$ cat src/hw/rtl/tpft_pkg.sv
package tpft_pkg;

  localparam int CMD_RING_DEPTH_DEF  = 256;
  localparam int NORM_RING_DEPTH_DEF = 1024;
  localparam int JOB_QUEUE_DEPTH_DEF = 8;

  // request modes
  localparam logic [1:0] MODE_BYTE     = 2'd0;
  localparam logic [1:0] MODE_TX_READY = 2'd1;
  localparam logic [1:0] MODE_TX_DONE  = 2'd2;
  localparam logic [1:0] MODE_BUS_IDLE = 2'd3;

  // enqueue status codes
  localparam logic [1:0] ST_OK     = 2'd0;
  localparam logic [1:0] ST_DROP   = 2'd1;
  localparam logic [1:0] ST_REJECT = 2'd2;
  localparam logic [1:0] ST_NONE   = 2'd3;

  typedef enum logic [2:0] {
    K_FIRST,
    K_CONT,
    K_TX_READY,
    K_TX_DONE,
    K_BUS_IDLE
  } kind_t;

  typedef enum logic [2:0] {
    S_IDLE,
    S_EXEC,
    S_TX,
    S_PUMP,
    S_LOAD,
    S_OUT
  } back_state_t;

  typedef struct packed {
    logic [1:0]  mode;
    logic [7:0]  data_byte;
    logic        first_of_frame;
    logic [15:0] frame_length;
    logic        urgent;
    logic        bus_idle;
  } item_t;

  typedef struct packed {
    logic [7:0]  tx_byte;
    logic        tx_valid;
    logic        frame_start;
    logic        start_priority;
    logic        frame_done;
    logic        awaiting_complete;
    logic        busy_res;
    logic [1:0]  enqueue_status;
    logic [15:0] drops;
  } result_t;

  // classified request as it waits between front and back
  typedef struct packed {
    kind_t       kind;
    logic [7:0]  data_byte;
    logic [15:0] frame_length;
    logic        urgent;
    logic        bus_idle;
  } cls_item_t;

endpackage

$ cat src/hw/rtl/tpft_front.sv
module tpft_front (
  input  logic                clk,
  input  logic                rst,
  input  logic                item_valid,
  output logic                item_ready,
  input  tpft_pkg::item_t     item,
  output logic                q_valid,
  output tpft_pkg::cls_item_t q_head,
  input  logic                q_pop
);

  tpft_pkg::cls_item_t slot [2];
  tpft_pkg::cls_item_t cls;
  logic                wr_ptr;
  logic                rd_ptr;
  logic [1:0]          fill;
  logic [1:0]          fill_next;
  logic                push;

  always_comb begin
    cls.data_byte    = item.data_byte;
    cls.frame_length = item.frame_length;
    cls.urgent       = item.urgent;
    cls.bus_idle     = item.bus_idle;
    unique case (item.mode)
      tpft_pkg::MODE_BYTE:     cls.kind = item.first_of_frame ? tpft_pkg::K_FIRST
                                                              : tpft_pkg::K_CONT;
      tpft_pkg::MODE_TX_READY: cls.kind = tpft_pkg::K_TX_READY;
      tpft_pkg::MODE_TX_DONE:  cls.kind = tpft_pkg::K_TX_DONE;
      tpft_pkg::MODE_BUS_IDLE: cls.kind = tpft_pkg::K_BUS_IDLE;
      default:                 cls.kind = tpft_pkg::K_BUS_IDLE;
    endcase
  end

  assign item_ready = (fill != 2'd2);
  assign push       = item_valid && item_ready;
  assign q_valid    = (fill != 2'd0);
  assign q_head     = slot[rd_ptr];

  always_comb begin
    case ({push, q_pop})
      2'b10:   fill_next = fill + 2'd1;
      2'b01:   fill_next = fill - 2'd1;
      default: fill_next = fill;
    endcase
  end

  always_ff @(posedge clk) begin
    if (rst) begin
      wr_ptr <= 1'b0;
      rd_ptr <= 1'b0;
      fill   <= 2'd0;
    end else begin
      fill <= fill_next;
      if (push) begin
        wr_ptr <= ~wr_ptr;
      end
      if (q_pop) begin
        rd_ptr <= ~rd_ptr;
      end
    end
  end

  always_ff @(posedge clk) begin
    if (push) begin
      slot[wr_ptr] <= cls;
    end
  end

endmodule

$ cat config.mk
export PLATFORM = sky130hd
export DESIGN_NAME = tpft_front
export DESIGN_NICKNAME = d
export VERILOG_FILES = /design/src/hw/rtl/tpft_pkg.sv /design/src/hw/rtl/tpft_front.sv
export SDC_FILE = /design/constraint.sdc
export NUM_CORES = 1
export LEC_CHECK = 0
export ABC_CLOCK_PERIOD_IN_PS = 5030
export BUFFER_PORTS_ARGS = -buffer_cell sky130_fd_sc_hd__buf_2
export CORE_MARGIN = 4
export CORE_UTILIZATION = 45
export CTS_CLUSTER_SIZE = 25
export DETAILED_ROUTE_END_ITERATION = 12
export HOLD_SLACK_MARGIN = 0.15
export PLACE_DENSITY = 0.67
export SETUP_SLACK_MARGIN = 0.5
export SYNTH_ARGS = -nofsm -noshare
export SYNTH_HDL_FRONTEND = slang
export SYNTH_SLANG_ARGS = --single-unit
$ cat constraint.sdc
create_clock -name clk -period 5.03 [get_ports clk]
set_input_delay 0.503 -clock clk [delete_from_list [all_inputs] [get_ports clk]]
set_output_delay 0.503 -clock clk [all_outputs]
set_load 0.02 [all_outputs]
# == Word level (Yosys, flattened, before mapping) ==
# Memory sizes are Yosys's and may differ from the RTL's. A register that Yosys moved wholly into a read port is not among the register bits.
# Index checks and enable logic that the tools add are counted.
# op_classes
bitwise_logic,2
n_eq_ne,6
n_reduce_logical,4
muxes,7
add_sub_neg,2
# op_table
op,n
$pmux W3 S4,1
$eq A2 B2 Y1 const B,3
$mux W1,5
$eq A2 B1 Y1 const B,2
$pmux W2 S2,1
$reduce_bool A2 Y1,2
$add A2 B1 Y2 const B,1
$logic_not A2 Y1,1
$ne A2 B2 Y1 const B,1
$not A1 Y1,2
$sub A2 B1 Y2 const B,1
$logic_and A1 B1 Y1,1
# totals
wordCells,25
out_inout_bits,31
reg_bits,4
n_memories,1
ramBits,58
# mem_list
memory,words,word_bits,rd,rd_clocked_by_memory_dff,write_ports,line_no,source
slot,2,29,1,1,1,tpft_front.sv:12,tpft_pkg::cls_item_t slot [2];

# == Depth between registers and ports, before layout ==
# logic_depth
ltp_word,4
depth_mapped,6

# == Least setup slack after synthesis ==
# No wires, ideal clock.
# synth_path
path_kind,reg2reg
from,register fill[0]
to,memory slot[1][0] (netlist bit) (enable)
slack_ps,3154
path_buffers,0
stages_incl_launch_ff,3
t_arrival_ps,1487
setup_time_ps,389
path_cell_list,dfxtp_1 -> nand2b_1 -> and3_1
# synth_via
elab_chain_len,4
# synth_rtl
element,line_no,source
start: declaration,tpft_front.sv:16,logic [1:0] fill;
start signal: assignment,tpft_front.sv:54,fill <= fill_next;
$ne A2 B2 Y1,tpft_front.sv:35,assign item_ready = (fill != 2'd2);
via item_ready,tpft_front.sv:5,"output logic item_ready,"
$logic_and A1 B1 Y1,tpft_front.sv:36,assign push = item_valid && item_ready;
$mux W1,tpft_front.sv:65,if (push) begin
$mux W1 (not written as such),tpft_front.sv:66,slot[wr_ptr] <= cls;
end: declaration,tpft_front.sv:12,
# The timed path passes the listed nets, and every way through them passes these cells.

==> impl_metrics.env <==
export IMPL_cts_resized=0
export IMPL_start_kind="register"
export IMPL_rr_startpoint="fill[0]"
export IMPL_worstHoldStart="item[2]"
export IMPL_antenna_found_initial=0
export IMPL_gp_congestion=0.626
export IMPL_drc=0
export IMPL_tightestPinTransition_ps=1170
export IMPL_synth_top_cell_area_share=0.738
export IMPL_place_ws_ps=3010
export IMPL_rsz0062_at_grt="false"
export IMPL_grt_pass1_vias=1422
export IMPL_die_w_um=80.4
export IMPL_grtUsageMet1=0.137
export IMPL_ir_drop_uv=235
export IMPL_met2_usage=0.243
export IMPL_start_util=0.462
export IMPL_fin_skew_ps=5.32
export IMPL_dr_pass1_iters=4
export IMPL_p_leak_nw=1.12
export IMPL_tns_ps=0
export IMPL_cts_path_max_buffers=2
export IMPL_grt_overflow_total=0
export IMPL_die_h_um=80.4
export IMPL_drt_initial_drc_count=64
export IMPL_status="complete, no violations"
export IMPL_vias=1268
export IMPL_synthArstFlopShare=0
export IMPL_clk_latency_ps=330
export IMPL_grt_pass1_wl_um=6450
export IMPL_min_path_type="primary input to register"
export IMPL_syn_to_final_growth_pct=23.1
export IMPL_gr_usage_all_layers=0.140
export IMPL_grt_busiest_layer="met2"
export IMPL_maxCapViolations=0
export IMPL_post_drt_via_cell_ratio=4.77
export IMPL_routedWlPerCell_um=15.4
export IMPL_ys_seq_area_frac=0.780
export IMPL_cpMaxStageDelayCell="dfxtp_1"
export IMPL_core_area_um2=5110
export IMPL_diodes=0
export IMPL_cts_tree="yes"
export IMPL_layout_setup_ws_ps=2790
export IMPL_synth_top_cell_by_area="edfxtp_1"
export IMPL_h_tree_depth=3
export IMPL_syn_area_per_cell_um2=19.7
export IMPL_syn_cell_area_um2=2360
export IMPL_worst_setup_path_type="register to output port"
export IMPL_die_area_um2=6470
export IMPL_synth_top_cells_by_count="58 x edfxtp_1, 29 x mux2_2, 5 x dfxtp_1, 4 x ha_1, 4 x inv_1"
export IMPL_yosysMostFrequentCell="edfxtp_1"
export IMPL_fin_crit_ps=2240
export IMPL_final_cells=266
export IMPL_synth_distinct_cells=20
export IMPL_setup_viol=0
export IMPL_grtUsageMet3=0.0617
export IMPL_drtAntennaViolNets=0
export IMPL_clock_sinks=63
export IMPL_worst_ep_required_time_ps=4530
export IMPL_fmax_mhz=446
export IMPL_yosysWarnings=0
export IMPL_hold_viol=0
export IMPL_cpPeakStageDelay_ps=480
export IMPL_arrival_ps=1740
export IMPL_fillers=423
export IMPL_dpl_cell_count=252
export IMPL_fin_nets=230
export IMPL_whs_ps=362
export IMPL_end_kind="output port"
export IMPL_hpwl_um=2770
export IMPL_numCtsBuffers=9
export IMPL_grt_start_max_net_pins=30
export IMPL_p_per_area_nw_per_um2=408
export IMPL_drt_total_wl_um=4100
export IMPL_clkTransAtPathRegs_ps=60
export IMPL_worstPathCellList="buf_4, mux2_2, buf_2"
export IMPL_slew_limit_headroom=0.220
export IMPL_ios=64
export IMPL_synth_edf_count=58
export IMPL_critical_path_max_fanout=23
export IMPL_critPathTopFamily="buffers and inverters"
export IMPL_numPortBuffers=63
export IMPL_ys_flop_type="edfxtp_1"
export IMPL_finalCritPeriodShare=0.445
export IMPL_syn_inst=120
export IMPL_drv_slew=0
export IMPL_num_rows=26
export IMPL_syn_nets=157
export IMPL_synth_area_top_cells="edfxtp_1 74%, mux2_2 14%, dfxtp_1 4.2%"
export IMPL_hold_buffers=0
export IMPL_ys_seq_elements=63
export IMPL_root_buffer="clkbuf_8"
export IMPL_post_cts_setup_buffers=0
export IMPL_totalPowerFinal_mw=1.18
export IMPL_crit_buf_inv=2
export IMPL_layout_drive_gt1_share=0.546
[per-layer routing]
layer,vias up,routed length [um]
met5,-,0
met4,0,87
met3,10,264
met2,35,2240
met1,620,1510
li1,603,-
[final cells by class]
cell class / count / area (um2) / area share
multi-input combinational: 50 / 485 / 0.167
clock buffer: 12 / 135 / 0.0465
tap: 70 / 87.6 / 0.0301
sequential: 63 / 1840 / 0.634
timing repair buffer: 65 / 330 / 0.114
clock inverter: 2 / 10.0 / 0.00345
inverter: 4 / 15.0 / 0.00517
[where the power goes]
group	total, mW	switching [mW]	internal (mW)
Clock	0.342	0.170	0.172
Sequential	0.645	0.0152	0.630
Combinational	0.198	0.119	0.0785
[path summary, 6_finish.rpt]
kind	to	slack (ps)	cells after the start
max	q_head[3]	2790	3
min	slot[1][2]	360	1
max reg2reg	slot[0][15]	3050	3
min reg2reg	fill[1]	510	2
[kinds of logic (layout without fill, tap and decap cells)]
| group | count (synthesis) | in the layout | share of synthesized area |
|---|---|---|---|
| flops | 63 | 63 | 0.780 |
| mux | 30 | 30 | 0.143 |
| simple gates | 9 | 9 | 0.0202 |
| buf+inv | 7 | 83 | 0.0138 |
| fa+ha+maj | 4 | 4 | 0.0212 |
| compound gates | 4 | 4 | 0.0106 |
| xor+xnor | 3 | 3 | 0.0111 |
[cell usage in the layout (no fill, tap or decap)]
cell type / count
or2_2: 1
a21oi_1: 2
xor2_1: 1
and3_1: 1
clkinv_2: 2
or3_1: 1
ha_1: 4
edfxtp_1: 58
inv_1: 4
nand3b_1: 1
dfxtp_1: 5
buf_4: 2
xnor2_1: 2
mux2_2: 29
clkbuf_1: 3
nor2_1: 3
o21ai_0: 1
nand2_1: 1
clkbuf_8: 9
mux2i_1: 1
a21bo_2: 1
buf_2: 63
nand2b_1: 1
[registers in the layout (all words and copies together), names as in the netlist, named ones only]
register  cells
fill          2
rd_ptr        1
slot         58
wr_ptr        1
[worst reg2reg max path, stage by stage, from the launching register on]
cell and delay [ps]:
dfxtp_1 390, nand2b_1 210, nand3b_1 130, inv_1 860
[through the flow]
stage | area, um2 | utilization
final | 2910 | 0.569
after global placement | 2760 | 0.540
after global routing | 2910 | 0.569
after detailed placement | 2760 | 0.540
after floorplan | 2360 | -
after CTS | 2910 | 0.569
Power figures use the tool's default switching activity.
